$ cat src/hw/rtl/soundex_encoder_top_assert.svh
// Assertion macros for the soundex encoder.
// Depends on signals named clk and rst in the including module.
`ifndef SOUNDEX_ENCODER_TOP_ASSERT_SVH
`define SOUNDEX_ENCODER_TOP_ASSERT_SVH

`ifndef SYNTHESIS
`define SDX_ASSERT(lbl, prop) \
  lbl: assert property (@(posedge clk) disable iff (rst) (prop)) \
    else $error("soundex encoder assertion failed");
`define SDX_ASSERT_IMPL(lbl, ante, cons) \
  lbl: assert property (@(posedge clk) disable iff (rst) (ante) |-> (cons)) \
    else $error("soundex encoder assertion failed");
`else
`define SDX_ASSERT(lbl, prop)
`define SDX_ASSERT_IMPL(lbl, ante, cons)
`endif

`endif

$ cat src/hw/rtl/sdx_pkg.sv
// Shared types, constants and the letter class lookup for the soundex encoder.
// No dependencies.
`default_nettype none

package sdx_pkg;

  typedef logic [2:0] class_t;

  localparam class_t CLASS_NONE  = 3'd0;
  localparam class_t CLASS_LABIAL = 3'd1;
  localparam class_t CLASS_GUTTURAL = 3'd2;
  localparam class_t CLASS_DENTAL = 3'd3;
  localparam class_t CLASS_LATERAL = 3'd4;
  localparam class_t CLASS_NASAL = 3'd5;
  localparam class_t CLASS_RHOTIC = 3'd6;
  localparam class_t CLASS_VOWEL = 3'd7;

  localparam logic [7:0] CASE_BIT = 8'h20;
  localparam int NUM_DIGITS = 3;

  // Input item held in the input register, as seen by the core.
  typedef struct packed {
    logic       valid;
    logic       word_end;
    logic [7:0] char_in;
  } stage_t;

  function automatic class_t class_of(input logic [7:0] ch);
    logic [7:0] up;
    class_t     cls;
    up = ch;
    if (ch >= "a" && ch <= "z") begin
      up = ch ^ CASE_BIT;
    end
    case (up) inside
      "A", "E", "I", "O", "U":                cls = CLASS_VOWEL;
      "B", "F", "P", "V":                     cls = CLASS_LABIAL;
      "C", "G", "J", "K", "Q", "S", "X", "Z": cls = CLASS_GUTTURAL;
      "D", "T":                               cls = CLASS_DENTAL;
      "L":                                    cls = CLASS_LATERAL;
      "M", "N":                               cls = CLASS_NASAL;
      "R":                                    cls = CLASS_RHOTIC;
      default:                                cls = CLASS_NONE;
    endcase
    // Bytes above 127 never match a letter, so they fall to CLASS_NONE.
    return cls;
  endfunction

endpackage

`default_nettype wire

$ cat src/hw/rtl/sdx_if.sv
// Valid/ready channel interfaces for the soundex encoder's character input
// and code output. No dependencies.
`default_nettype none

interface sdx_char_if;
  logic       valid;
  logic       ready;
  logic [7:0] char_in;
  logic       word_end;

  modport source (output valid, output char_in, output word_end, input ready);
  modport sink (input valid, input char_in, input word_end, output ready);
endinterface

interface sdx_code_if;
  logic       valid;
  logic       ready;
  logic [7:0] lead_letter;
  logic [2:0] digit_one;
  logic [2:0] digit_two;
  logic [2:0] digit_three;

  modport source (output valid, output lead_letter, output digit_one,
                  output digit_two, output digit_three, input ready);
  modport sink (input valid, input lead_letter, input digit_one,
                input digit_two, input digit_three, output ready);
endinterface

`default_nettype wire

$ cat src/hw/rtl/soundex_encoder_top.sv
// Soundex encoder: one character item per cycle in, one four-character code
// out per word. A word's last item passes the input and then the result register.
// Throughput is one item per cycle, set by the single class lookup and compare
// between the input register and the word state, while no word end is blocked.
// Reset (synchronous, active high) empties both registers and expects a new word.
`default_nettype none
`include "soundex_encoder_top_assert.svh"

module soundex_encoder_top (
  input  wire logic  clk,
  input  wire logic  rst,
  sdx_char_if.sink   chars,
  sdx_code_if.source codes
);

  sdx_pkg::stage_t st;
  logic            advance;

  sdx_in_stage u_in_stage (
    .clk     (clk),
    .rst     (rst),
    .chars   (chars),
    .advance (advance),
    .st      (st)
  );

  sdx_word_core u_word_core (
    .clk     (clk),
    .rst     (rst),
    .st      (st),
    .advance (advance),
    .codes   (codes)
  );

  // A new result appears only after a word-ending item left the input register.
  `SDX_ASSERT_IMPL(a_result_from_end, $rose(codes.valid), $past(st.valid && st.word_end))
  // Digits are packed from the front; padding only follows real digits.
  `SDX_ASSERT_IMPL(a_pad_two, codes.valid && codes.digit_two != sdx_pkg::CLASS_NONE,
                   codes.digit_one != sdx_pkg::CLASS_NONE)
  `SDX_ASSERT_IMPL(a_pad_three, codes.valid && codes.digit_three != sdx_pkg::CLASS_NONE,
                   codes.digit_two != sdx_pkg::CLASS_NONE)
  // A blocked word end must stall the input side.
  `SDX_ASSERT(a_stall_input,
              !(st.valid && st.word_end && codes.valid && !codes.ready && chars.ready))

endmodule

`default_nettype wire

$ cat src/hw/rtl/sdx_in_stage.sv
// Input register of the soundex encoder: holds one character item.
// Depends on sdx_pkg and sdx_char_if.
`default_nettype none

module sdx_in_stage (
  input  wire logic          clk,
  input  wire logic          rst,
  sdx_char_if.sink           chars,
  input  wire logic          advance,
  output sdx_pkg::stage_t    st
);

  sdx_pkg::stage_t held;

  assign chars.ready = !held.valid || advance;
  assign st          = held;

  always_ff @(posedge clk) begin
    if (rst) begin
      held.valid <= 1'b0;
    end else if (chars.ready) begin
      held.valid <= chars.valid;
    end
    if (chars.ready && chars.valid) begin
      held.char_in  <= chars.char_in;
      held.word_end <= chars.word_end;
    end
  end

endmodule

`default_nettype wire

$ cat src/hw/rtl/sdx_word_core.sv
// Word state and result register of the soundex encoder: classifies the held
// character, updates the word state and loads the code at the word's end.
// Depends on sdx_pkg and sdx_code_if.
`default_nettype none

module sdx_word_core (
  input  wire logic          clk,
  input  wire logic          rst,
  input  wire sdx_pkg::stage_t st,
  output logic               advance,
  sdx_code_if.source         codes
);

  logic                at_word_start;
  logic [7:0]          first_char;
  sdx_pkg::class_t     prev_class;
  logic [1:0]          digit_count;
  sdx_pkg::class_t     digits_held [sdx_pkg::NUM_DIGITS];

  logic [7:0]          first_char_next;
  sdx_pkg::class_t     prev_class_next;
  logic [1:0]          digit_count_next;
  sdx_pkg::class_t     digits_next [sdx_pkg::NUM_DIGITS];
  sdx_pkg::class_t     cls;

  logic                out_valid;
  logic [7:0]          out_lead;
  sdx_pkg::class_t     out_digits [sdx_pkg::NUM_DIGITS];

  // A word-ending item may only move on when the result register is free.
  assign advance = st.valid && (!st.word_end || !out_valid || codes.ready);

  assign cls = sdx_pkg::class_of(st.char_in);

  always_comb begin
    first_char_next  = first_char;
    prev_class_next  = prev_class;
    digit_count_next = digit_count;
    digits_next      = digits_held;
    if (at_word_start) begin
      first_char_next  = st.char_in;
      prev_class_next  = cls;
      digit_count_next = 2'd0;
      for (int i = 0; i < sdx_pkg::NUM_DIGITS; i++) begin
        digits_next[i] = sdx_pkg::CLASS_NONE;
      end
    end else if (digit_count < 2'(sdx_pkg::NUM_DIGITS) && cls != prev_class) begin
      if (cls == sdx_pkg::CLASS_VOWEL) begin
        prev_class_next = sdx_pkg::CLASS_NONE;
      end else if (cls != sdx_pkg::CLASS_NONE) begin
        digits_next[digit_count] = cls;
        digit_count_next         = digit_count + 2'd1;
        prev_class_next          = cls;
      end
    end
  end

  always_ff @(posedge clk) begin
    if (rst) begin
      at_word_start <= 1'b1;
      first_char    <= 8'd0;
      prev_class    <= sdx_pkg::CLASS_NONE;
      digit_count   <= 2'd0;
      for (int i = 0; i < sdx_pkg::NUM_DIGITS; i++) begin
        digits_held[i] <= sdx_pkg::CLASS_NONE;
      end
    end else if (advance) begin
      if (st.word_end) begin
        at_word_start <= 1'b1;
        first_char    <= 8'd0;
        prev_class    <= sdx_pkg::CLASS_NONE;
        digit_count   <= 2'd0;
        for (int i = 0; i < sdx_pkg::NUM_DIGITS; i++) begin
          digits_held[i] <= sdx_pkg::CLASS_NONE;
        end
      end else begin
        at_word_start <= 1'b0;
        first_char    <= first_char_next;
        prev_class    <= prev_class_next;
        digit_count   <= digit_count_next;
        digits_held   <= digits_next;
      end
    end
  end

  always_ff @(posedge clk) begin
    if (rst) begin
      out_valid <= 1'b0;
    end else if (advance && st.word_end) begin
      out_valid <= 1'b1;
    end else if (codes.ready) begin
      out_valid <= 1'b0;
    end
    if (advance && st.word_end) begin
      out_lead   <= first_char_next;
      out_digits <= digits_next;
    end
  end

  assign codes.valid       = out_valid;
  assign codes.lead_letter = out_lead;
  assign codes.digit_one   = out_digits[0];
  assign codes.digit_two   = out_digits[1];
  assign codes.digit_three = out_digits[2];

endmodule

`default_nettype wire

$ cat src/flat_wrapper.sv
// flat-port wrapper written by rule: the top's interface ports become plain ports
module soundex_encoder_top_flat 
  (clk, rst, chars_valid, chars_char_in, chars_word_end, chars_ready, codes_valid, codes_lead_letter, codes_digit_one, codes_digit_two, codes_digit_three, codes_ready);
  sdx_char_if chars_i ();
  sdx_code_if codes_i ();
  input  wire logic clk;
  input  wire logic rst;
  input wire logic [$bits(chars_i.valid)-1:0] chars_valid;
  input wire logic [$bits(chars_i.char_in)-1:0] chars_char_in;
  input wire logic [$bits(chars_i.word_end)-1:0] chars_word_end;
  output wire logic [$bits(chars_i.ready)-1:0] chars_ready;
  output wire logic [$bits(codes_i.valid)-1:0] codes_valid;
  output wire logic [$bits(codes_i.lead_letter)-1:0] codes_lead_letter;
  output wire logic [$bits(codes_i.digit_one)-1:0] codes_digit_one;
  output wire logic [$bits(codes_i.digit_two)-1:0] codes_digit_two;
  output wire logic [$bits(codes_i.digit_three)-1:0] codes_digit_three;
  input wire logic [$bits(codes_i.ready)-1:0] codes_ready;
  assign chars_i.valid = chars_valid;
  assign chars_i.char_in = chars_char_in;
  assign chars_i.word_end = chars_word_end;
  assign chars_ready = chars_i.ready;
  assign codes_valid = codes_i.valid;
  assign codes_lead_letter = codes_i.lead_letter;
  assign codes_digit_one = codes_i.digit_one;
  assign codes_digit_two = codes_i.digit_two;
  assign codes_digit_three = codes_i.digit_three;
  assign codes_i.ready = codes_ready;
  soundex_encoder_top u_core (.clk(clk), .rst(rst), .chars(chars_i), .codes(codes_i));
endmodule
$ cat config.mk
export PLATFORM = sky130hd
export DESIGN_NAME = soundex_encoder_top_flat
export DESIGN_NICKNAME = d
export VERILOG_FILES = /design/src/hw/rtl/sdx_pkg.sv /design/src/hw/rtl/sdx_if.sv /design/src/hw/rtl/soundex_encoder_top.sv /design/src/hw/rtl/sdx_in_stage.sv /design/src/hw/rtl/sdx_word_core.sv /design/src/flat_wrapper.sv
export VERILOG_INCLUDE_DIRS = /design/src /design/src/hw/rtl
export SDC_FILE = /design/constraint.sdc
export NUM_CORES = 1
export LEC_CHECK = 0
export BUFFER_PORTS_ARGS = -buffer_cell sky130_fd_sc_hd__buf_2
export CELL_PAD_IN_SITES_DETAIL_PLACEMENT = 0
export CELL_PAD_IN_SITES_GLOBAL_PLACEMENT = 1
export CORE_MARGIN = 1.5
export CORE_UTILIZATION = 48
export DETAILED_ROUTE_END_ITERATION = 10
export PLACE_DENSITY_LB_ADDON = 0.1
export SETUP_SLACK_MARGIN = 0.02
export SYNTH_ARGS = -nofsm -noshare
export SYNTH_HDL_FRONTEND = slang
export SYNTH_SLANG_ARGS = --single-unit
$ cat constraint.sdc
create_clock -name clk -period 3.7 [get_ports clk]
set_input_delay 1.11 -clock clk [delete_from_list [all_inputs] [get_ports clk]]
set_output_delay 1.11 -clock clk [all_outputs]
set_load 0.02 [all_outputs]
# After elaboration in Yosys (flattened, before gate mapping)
# Cells that the tools add are included.
[classes]
add_sub_neg = 1
bitwise = 2
n_reduce_logical = 24
muxes = 31
eq_ne = 26
n_lt_le_gt_ge = 5
[op_table]
columns = ["cell", "count"]
rows = [
  ["8-bit by 7-bit == test with 1-bit output (second input constant)", 23],
  ["9-bit two-way mux", 5],
  ["3-bit two-way mux", 13],
  ["8-bit two-way mux", 2],
  ["2-bit two-way mux", 5],
  ["9-bit bitwise mux", 1],
  ["3-bit nonzero test", 3],
  ["8-bit by 7-bit >= comparator with 1-bit output (second input constant)", 1],
  ["8-bit by 7-bit <= comparator with 1-bit output (second input constant)", 1],
  ["8-bit OR reduction", 1],
  ["3-bit demux with 2-bit select", 1],
  ["1-bit logical AND", 6],
  ["6-bit two-way mux", 1],
  ["5-bit OR reduction", 1],
  ["4-bit AND reduction", 1],
  ["4-bit nonzero test", 1],
  ["2-bit OR reduction", 2],
  ["4-bit OR reduction", 1],
  ["3-bit == test (second input constant)", 1],
  ["3-bit >= comparator (second input constant)", 1],
  ["1-bit logical NOT", 3],
  ["1-bit logical OR", 3],
  ["3-bit by 1-bit < comparator with 1-bit output (second input constant)", 1],
  ["1-bit two-way mux", 3],
  ["other kinds (8)", 8],
]
[word_totals]
elab_cells = 104
output_inout_bits = 19
ff_bits = 51
input_bits = 13

# Longest topological paths before layout
[logic_depth]
word_depth = 17
mapped_depth = 9

# Cells and area by module
# Synthesis repeated with hierarchy kept, for this count alone.
[unflattened]
hier_cells = 263
area_unflattened_um2 = 2678.8
[modules_own_cells]
columns = ["module", "seq_area_each_um2", "instances", "area_per_inst_um2", "cells_each"]
rows = [
  ["sdx_word_core", 991.0, 1, 2353.5, 249],
  ["sdx_in_stage", 290.3, 1, 325.3, 14],
]

# Worst setup path after synthesis
# Ideal clock, no wire load.
[synth_timing]
path_type = "input -> output"
startpoint = "input codes_ready"
endpoint = "output chars_ready"
setup_slack_ns = 1.056
path_buffers = 0
arrival_ns = 1.534
cell_stages = 2
path_cell_list = "nor2b_1 nand3_1"
[synth_via]
elab_chain_len = 3
[synth_lines]
columns = ["element", "line", "text"]
rows = [
  ["from (decl)", "flat_wrapper.sv:17", "input wire logic [$bits(codes_i.ready)-1:0] codes_ready;"],
  ["1-bit logical OR", "sdx_word_core.sv:31", "assign advance = st.valid && (!st.word_end || !out_valid || codes.ready);"],
  ["1-bit logical AND", "sdx_word_core.sv:31", ""],
  ["1-bit logical OR", "sdx_in_stage.sv:15", "assign chars.ready = !held.valid || advance;"],
  ["to (decl)", "flat_wrapper.sv:11", "output wire logic [$bits(chars_i.ready)-1:0] chars_ready;"],
]
# No other way between the ends.

# Worst setup path after layout
[layout_timing]
startpoint = "register u_core.u_in_stage.held (netlist bit u_core.u_in_stage.st[2])"
endpoint = "register u_core.u_word_core.digits_held[8] (netlist bit)"
[layout_via]
elab_chain_len = 17
elab_cells_between_ends = 49
cone_classes = "order compare (2); eq/ne (25); mux (14); reduce/logical (8)"
[layout_lines]
columns = ["element", "line", "text"]
rows = [
  ["from (decl)", "sdx_in_stage.sv:13", "sdx_pkg::stage_t held;"],
  ["8-bit by 7-bit >= comparator with 1-bit output / 8-bit by 7-bit <= comparator with 1-bit output (equally long branches)", "sdx_pkg.sv:32", "if (ch >= \"a\" && ch <= \"z\") begin"],
  ["1-bit logical AND", "sdx_pkg.sv:32", ""],
  ["6-bit two-way mux (*)", "sdx_pkg.sv:32", ""],
  ["8-bit by 7-bit == test with 1-bit output", "sdx_word_core.sv:33", "assign cls = sdx_pkg::class_of(st.char_in);"],
  ["2-bit OR reduction / 3-bit two-way mux (equally long branches)", "sdx_pkg.sv:35", "case (up) inside"],
  ["3-bit two-way mux (5 in series)", "sdx_pkg.sv:35", ""],
  ["3-bit two-way mux (*)", "sdx_pkg.sv:35", ""],
  ["3-bit nonzero test / 9-bit bitwise mux (equally long branches)", "sdx_word_core.sv:50, sdx_word_core.sv:51", ""],
  ["9-bit two-way mux", "sdx_word_core.sv:50", "end else if (cls != sdx_pkg::CLASS_NONE) begin"],
  ["9-bit two-way mux", "sdx_word_core.sv:48", "if (cls == sdx_pkg::CLASS_VOWEL) begin"],
  ["9-bit two-way mux (*)", "sdx_word_core.sv:47", "end else if (digit_count < 2'(sdx_pkg::NUM_DIGITS) && cls != prev_class) begin"],
  ["9-bit two-way mux (*)", "sdx_word_core.sv:40", "if (at_word_start) begin"],
  ["9-bit two-way mux (*)", "sdx_word_core.sv:68", "if (st.word_end) begin"],
  ["to (signal, indexed assignment)", "sdx_word_core.sv:65", "digits_held[i] <= sdx_pkg::CLASS_NONE;"],
  ["to (signal, indexed assignment)", "sdx_word_core.sv:74", "digits_held[i] <= sdx_pkg::CLASS_NONE;"],
  ["to (signal assigned)", "sdx_word_core.sv:81", "digits_held <= digits_next;"],
  ["to (decl)", "sdx_word_core.sv:18", "sdx_pkg::class_t digits_held [sdx_pkg::NUM_DIGITS];"],
]
# Every way passes the cells marked *; elsewhere a longest branch is shown, timed or not.
# A chain may end at the register's enable or synchronous reset.

==> qor.yml <==
finish:
  mostFrequentLayoutCells: "buf_2 (31), edfxtp_1 (26), dfxtp_1 (25), nand2_1 (24), a21oi_1 (24)"
  post_route_cells_drive_above_1_share_pct: 21.7
  mostFrequentLayoutCell: "buf_2"
  final.fill_count: 469
  diodes: 0
  layout-area-overhead-vs-synth_pct: 13.1
  finish.net_count: 306
synthesis:
  yosys_register_bits: 51
  ys_seq_area_share_pct: 48.8
  fraction_of_post_synthesis_cell_area_in_the_top_cell_type_by_area_pct: 29.7
  netlist_area_um2: 2630
  async_reset_ff_share_pct: 0
  synth_enable_flop_cells: 26
  synthFlopType: "edfxtp_1"
  number_of_distinct_library_cell_variants_in_the_gate_level_netlist_after_synthesis: 50
  synthDominantAreaCellType: "edfxtp_1"
  avgSynthCellArea_um2: 10.1
  dominant_cells_by_area_after_synthesis: "edfxtp_1 (30%), dfxtp_1 (19%), a21oi_1 (4.6%), mux2_2 (3.9%), o31ai_1 (3.7%)"
  post_synth_inst_count: 261
  net_count_after_synthesis: 278
  ys.warnings.count: 0
grt:
  grt_overflow_total: 0
  grt_pass1_wl_mm: 9.52
  grt_pass1_vias: 1932
  grt_start_max_net_pins: 20
  grt.total_usage_pct: 20.3
  antenna_violations_before_repair: 0
sta:
  finalCritPeriodShare_pct: 79.6
  setup_tns_ps: 0
  fin_crit_ps: 2950
  hold-worst-slack_ps: 454
  finalHoldViolCount: 0
  max-slew-margin-rel_pct: 55.2
  setup-violations-final: 0
  unrepaired_setup_endpoints_after_global_routing: "false"
  worst_clock_skew_ps: 12.4
  timing_max_transition_violations_final: 0
  fmaxAchievable_mhz: 340
  post-route-worst-setup-slack_ps: 755
  worst_pin_slew_ps: 669
pwr:
  internal_power_uw: 924
  post-layout-total-power_mw: 1.20
  p_switching_uw: 273
  power_density_nw_per_um2: 403
  seqPwrFrac_pct: 52.4
  power.clock.fraction_pct: 37.4
  comb_power_share_pct: 10.2
  power.share.switching_pct: 22.8
  power.static_leakage_nw: 1.06
  peakVddDrop_mv: 0.259
placed_design:
  hpwl_mm: 3.91
  dp_slack_ps: 813
  gp_routability_congestion: 0.789
  io_buffer_count: 31
route:
  post_drt_wl_per_cell_um: 15.5
  drt_pass1_iterations: 4
  drt_iter0_markers: 158
  final_antenna_net_count: 0
  drcViolationCount: 0
  drt-vias-per-instance: 5.83
  routed_wirelength_mm: 5.56
  vias: 2099
critical_path:
  count_of_cells_along_the_worst_register_to_register_path: 7
  worstReg2RegEnd: "u_core.u_word_core.digits_held[8]$_SDFFE_PP0P_"
  worst_setup_path_end_kind: "flop"
  regToRegSetupSlack_ps: 750
  timing.setup.critical_path_class: "reg2reg"
  worstReg2RegStart: "u_core.u_in_stage.st[2]$_DFFE_PP_"
  cp-start-kind: "flop"
  worst-endpoint-arrival_ps: 3140
  worstSetupEndpoint: "u_core.u_word_core.digits_held[8]$_SDFFE_PP0P_"
  worstSetupStartpoint: "u_core.u_in_stage.st[2]$_DFFE_PP_"
  wp_data_required_ps: 3900
  worstPathMaxFanout: 17
die:
  placeableCoreArea_um2: 5200
  initial_core_util_pct: 50.4
  die_area_um2: 5920
  dieHeight_um: 77.0
  width_of_the_chip_um: 77.0
  pin_count: 32
  number_of_placement_rows: 26
clocking:
  clock-sinks: 51
  clkTransAtPathRegs_ps: 90
  ctsLongestPathBuffers: 2
  clk_latency_ps: 310
  tritoncts_clock_tree: "done"
  root_buffer: "clkbuf_8"
  numCtsBuffers: 5
  post_cts_resize_count: 0
  post_cts_hold_buffer_count: 0
  post_cts.repair.setup_buffers: 0
  htreeDepth: 2
flow_run:
  timing.max_cap.violations: 0
status:
  status: "completed"
worst_hold_path:
  min_path_type: "reg2reg"
## through the flow
| stage | instance area [um^2] | utilization, % | instances |
|---|---|---|---|
| finish | 2970 | 57.0 | 360 |
| global route | 2970 | 57.0 | 360 |
| CTS | 2970 | 57.0 | 360 |
| detailed placement | 2840 | 54.5 | 352 |
| global placement | 2840 | 54.5 | 352 |
| floorplan | 2630 | - | 261 |
## worst min-delay path by stage
stage / from / end / slack (ps) / cells after the start
2_1_floorplan: u_core.u_word_core.first_char[0]$_SDFFE_PP0P_ / u_core.u_word_core.first_char[0]$_SDFFE_PP0P_ / 430 / 2
3_3_place_gp: u_core.u_word_core.first_char[1]$_SDFFE_PP0P_ / u_core.u_word_core.first_char[1]$_SDFFE_PP0P_ / 440 / 2
3_5_place_dp: u_core.u_word_core.first_char[2]$_SDFFE_PP0P_ / u_core.u_word_core.first_char[2]$_SDFFE_PP0P_ / 440 / 2
4_1_cts: u_core.u_word_core.first_char[7]$_SDFFE_PP0P_ / u_core.u_word_core.first_char[7]$_SDFFE_PP0P_ / 460 / 2
5_1_grt: u_core.u_word_core.first_char[3]$_SDFFE_PP0P_ / u_core.u_word_core.first_char[3]$_SDFFE_PP0P_ / 480 / 2
6_report: u_core.u_word_core.first_char[4]$_SDFFE_PP0P_ / u_core.u_word_core.first_char[4]$_SDFFE_PP0P_ / 450 / 2
## cell usage after synthesis, types with 2 or more instances
| master | number |
|---|---|
| dfxtp_1 | 25 |
| a31o_2 | 2 |
| or4_1 | 2 |
| o21ai_0 | 10 |
| mux2i_1 | 3 |
| ha_1 | 4 |
| nor3_1 | 4 |
| o211a_1 | 2 |
| nor2_1 | 15 |
| a32o_1 | 9 |
| nor4_2 | 2 |
| a21oi_1 | 24 |
| a2111o_1 | 2 |
| nor2b_1 | 2 |
| o31ai_1 | 13 |
| mux2_2 | 9 |
| nand2b_1 | 5 |
| or3_1 | 3 |
| a31oi_1 | 3 |
| buf_6 | 2 |
| nor4_1 | 4 |
| clkbuf_1 | 10 |
| inv_1 | 10 |
| nand2_1 | 24 |
| and3_1 | 2 |
| o21a_1 | 2 |
| nand3_1 | 17 |
| edfxtp_1 | 26 |
| buf_2 | 4 |
## per-layer routing
layer / part of all wire [%] / wire [um] / GRT usage [%] / up-vias
met2: 43 / 2410 / 30.5 / 53
met1: 51 / 2850 / 29.6 / 993
li1: - / - / - / 1048
met3: 4.3 / 237 / 3.45 / 5
met4: 1.2 / 69 / 6.67 / 0
met5: 0 / 0 / 0 / -
## state kept, by name, summed over array words and instances (netlist names)
name,cells
u_core.u_in_stage.st,10
u_core.u_word_core.digits_held,9
u_core.u_word_core.codes.lead_letter,8
u_core.u_word_core.first_char,8
u_core.u_word_core.codes.digit_one,3
u_core.u_word_core.codes.digit_three,3
u_core.u_word_core.codes.digit_two,3
u_core.u_word_core.prev_class,3
u_core.u_word_core.digit_count,2
u_core.u_word_core.at_word_start,1
u_core.u_word_core.codes.valid,1
## power groups by stage
stage	clock [mW]	combinational, mW	sequential (mW)
after floorplan	0	0.0902	0.637
after global placement	0	0.122	0.640
after detailed placement	0	0.121	0.640
after CTS	0.458	0.122	0.627
after global routing	0.482	0.135	0.630
final	0.448	0.122	0.627
## critical path, stage by stage, from the launching register on
cell and delay, ps:
edfxtp_1 590, and3_1 250, or4_1 520, nor3b_2 440, nand2_1 130, nor4_1 460, o31ai_1 210, a32o_1 230
## cell type report
class                   instances  area (um^2)  share of cell area [%]
multi-input cells             183         1220                    41.2
repair buffers                 38          208                    7.00
flip-flops and latches         51         1280                    43.2
inverters                      10         37.5                    1.26
clock inverters                 2         60.1                    2.02
clock buffers                   6         72.6                    2.44
well taps                      70         87.6                    2.95
## kinds of logic after synthesis
logic type,after synthesis,synth area share [%]
AND/OR/NAND/NOR,89,18.0
AO/OA/AOI/OAI,76,21.0
flip-flops,51,48.8
multiplexers,12,5.00
adder cells (fa/ha/maj),4,1.91
XOR/XNOR,2,0.667
buffers and inverters,27,4.62
No activity file was read; power rests on OpenSTA's default activity.
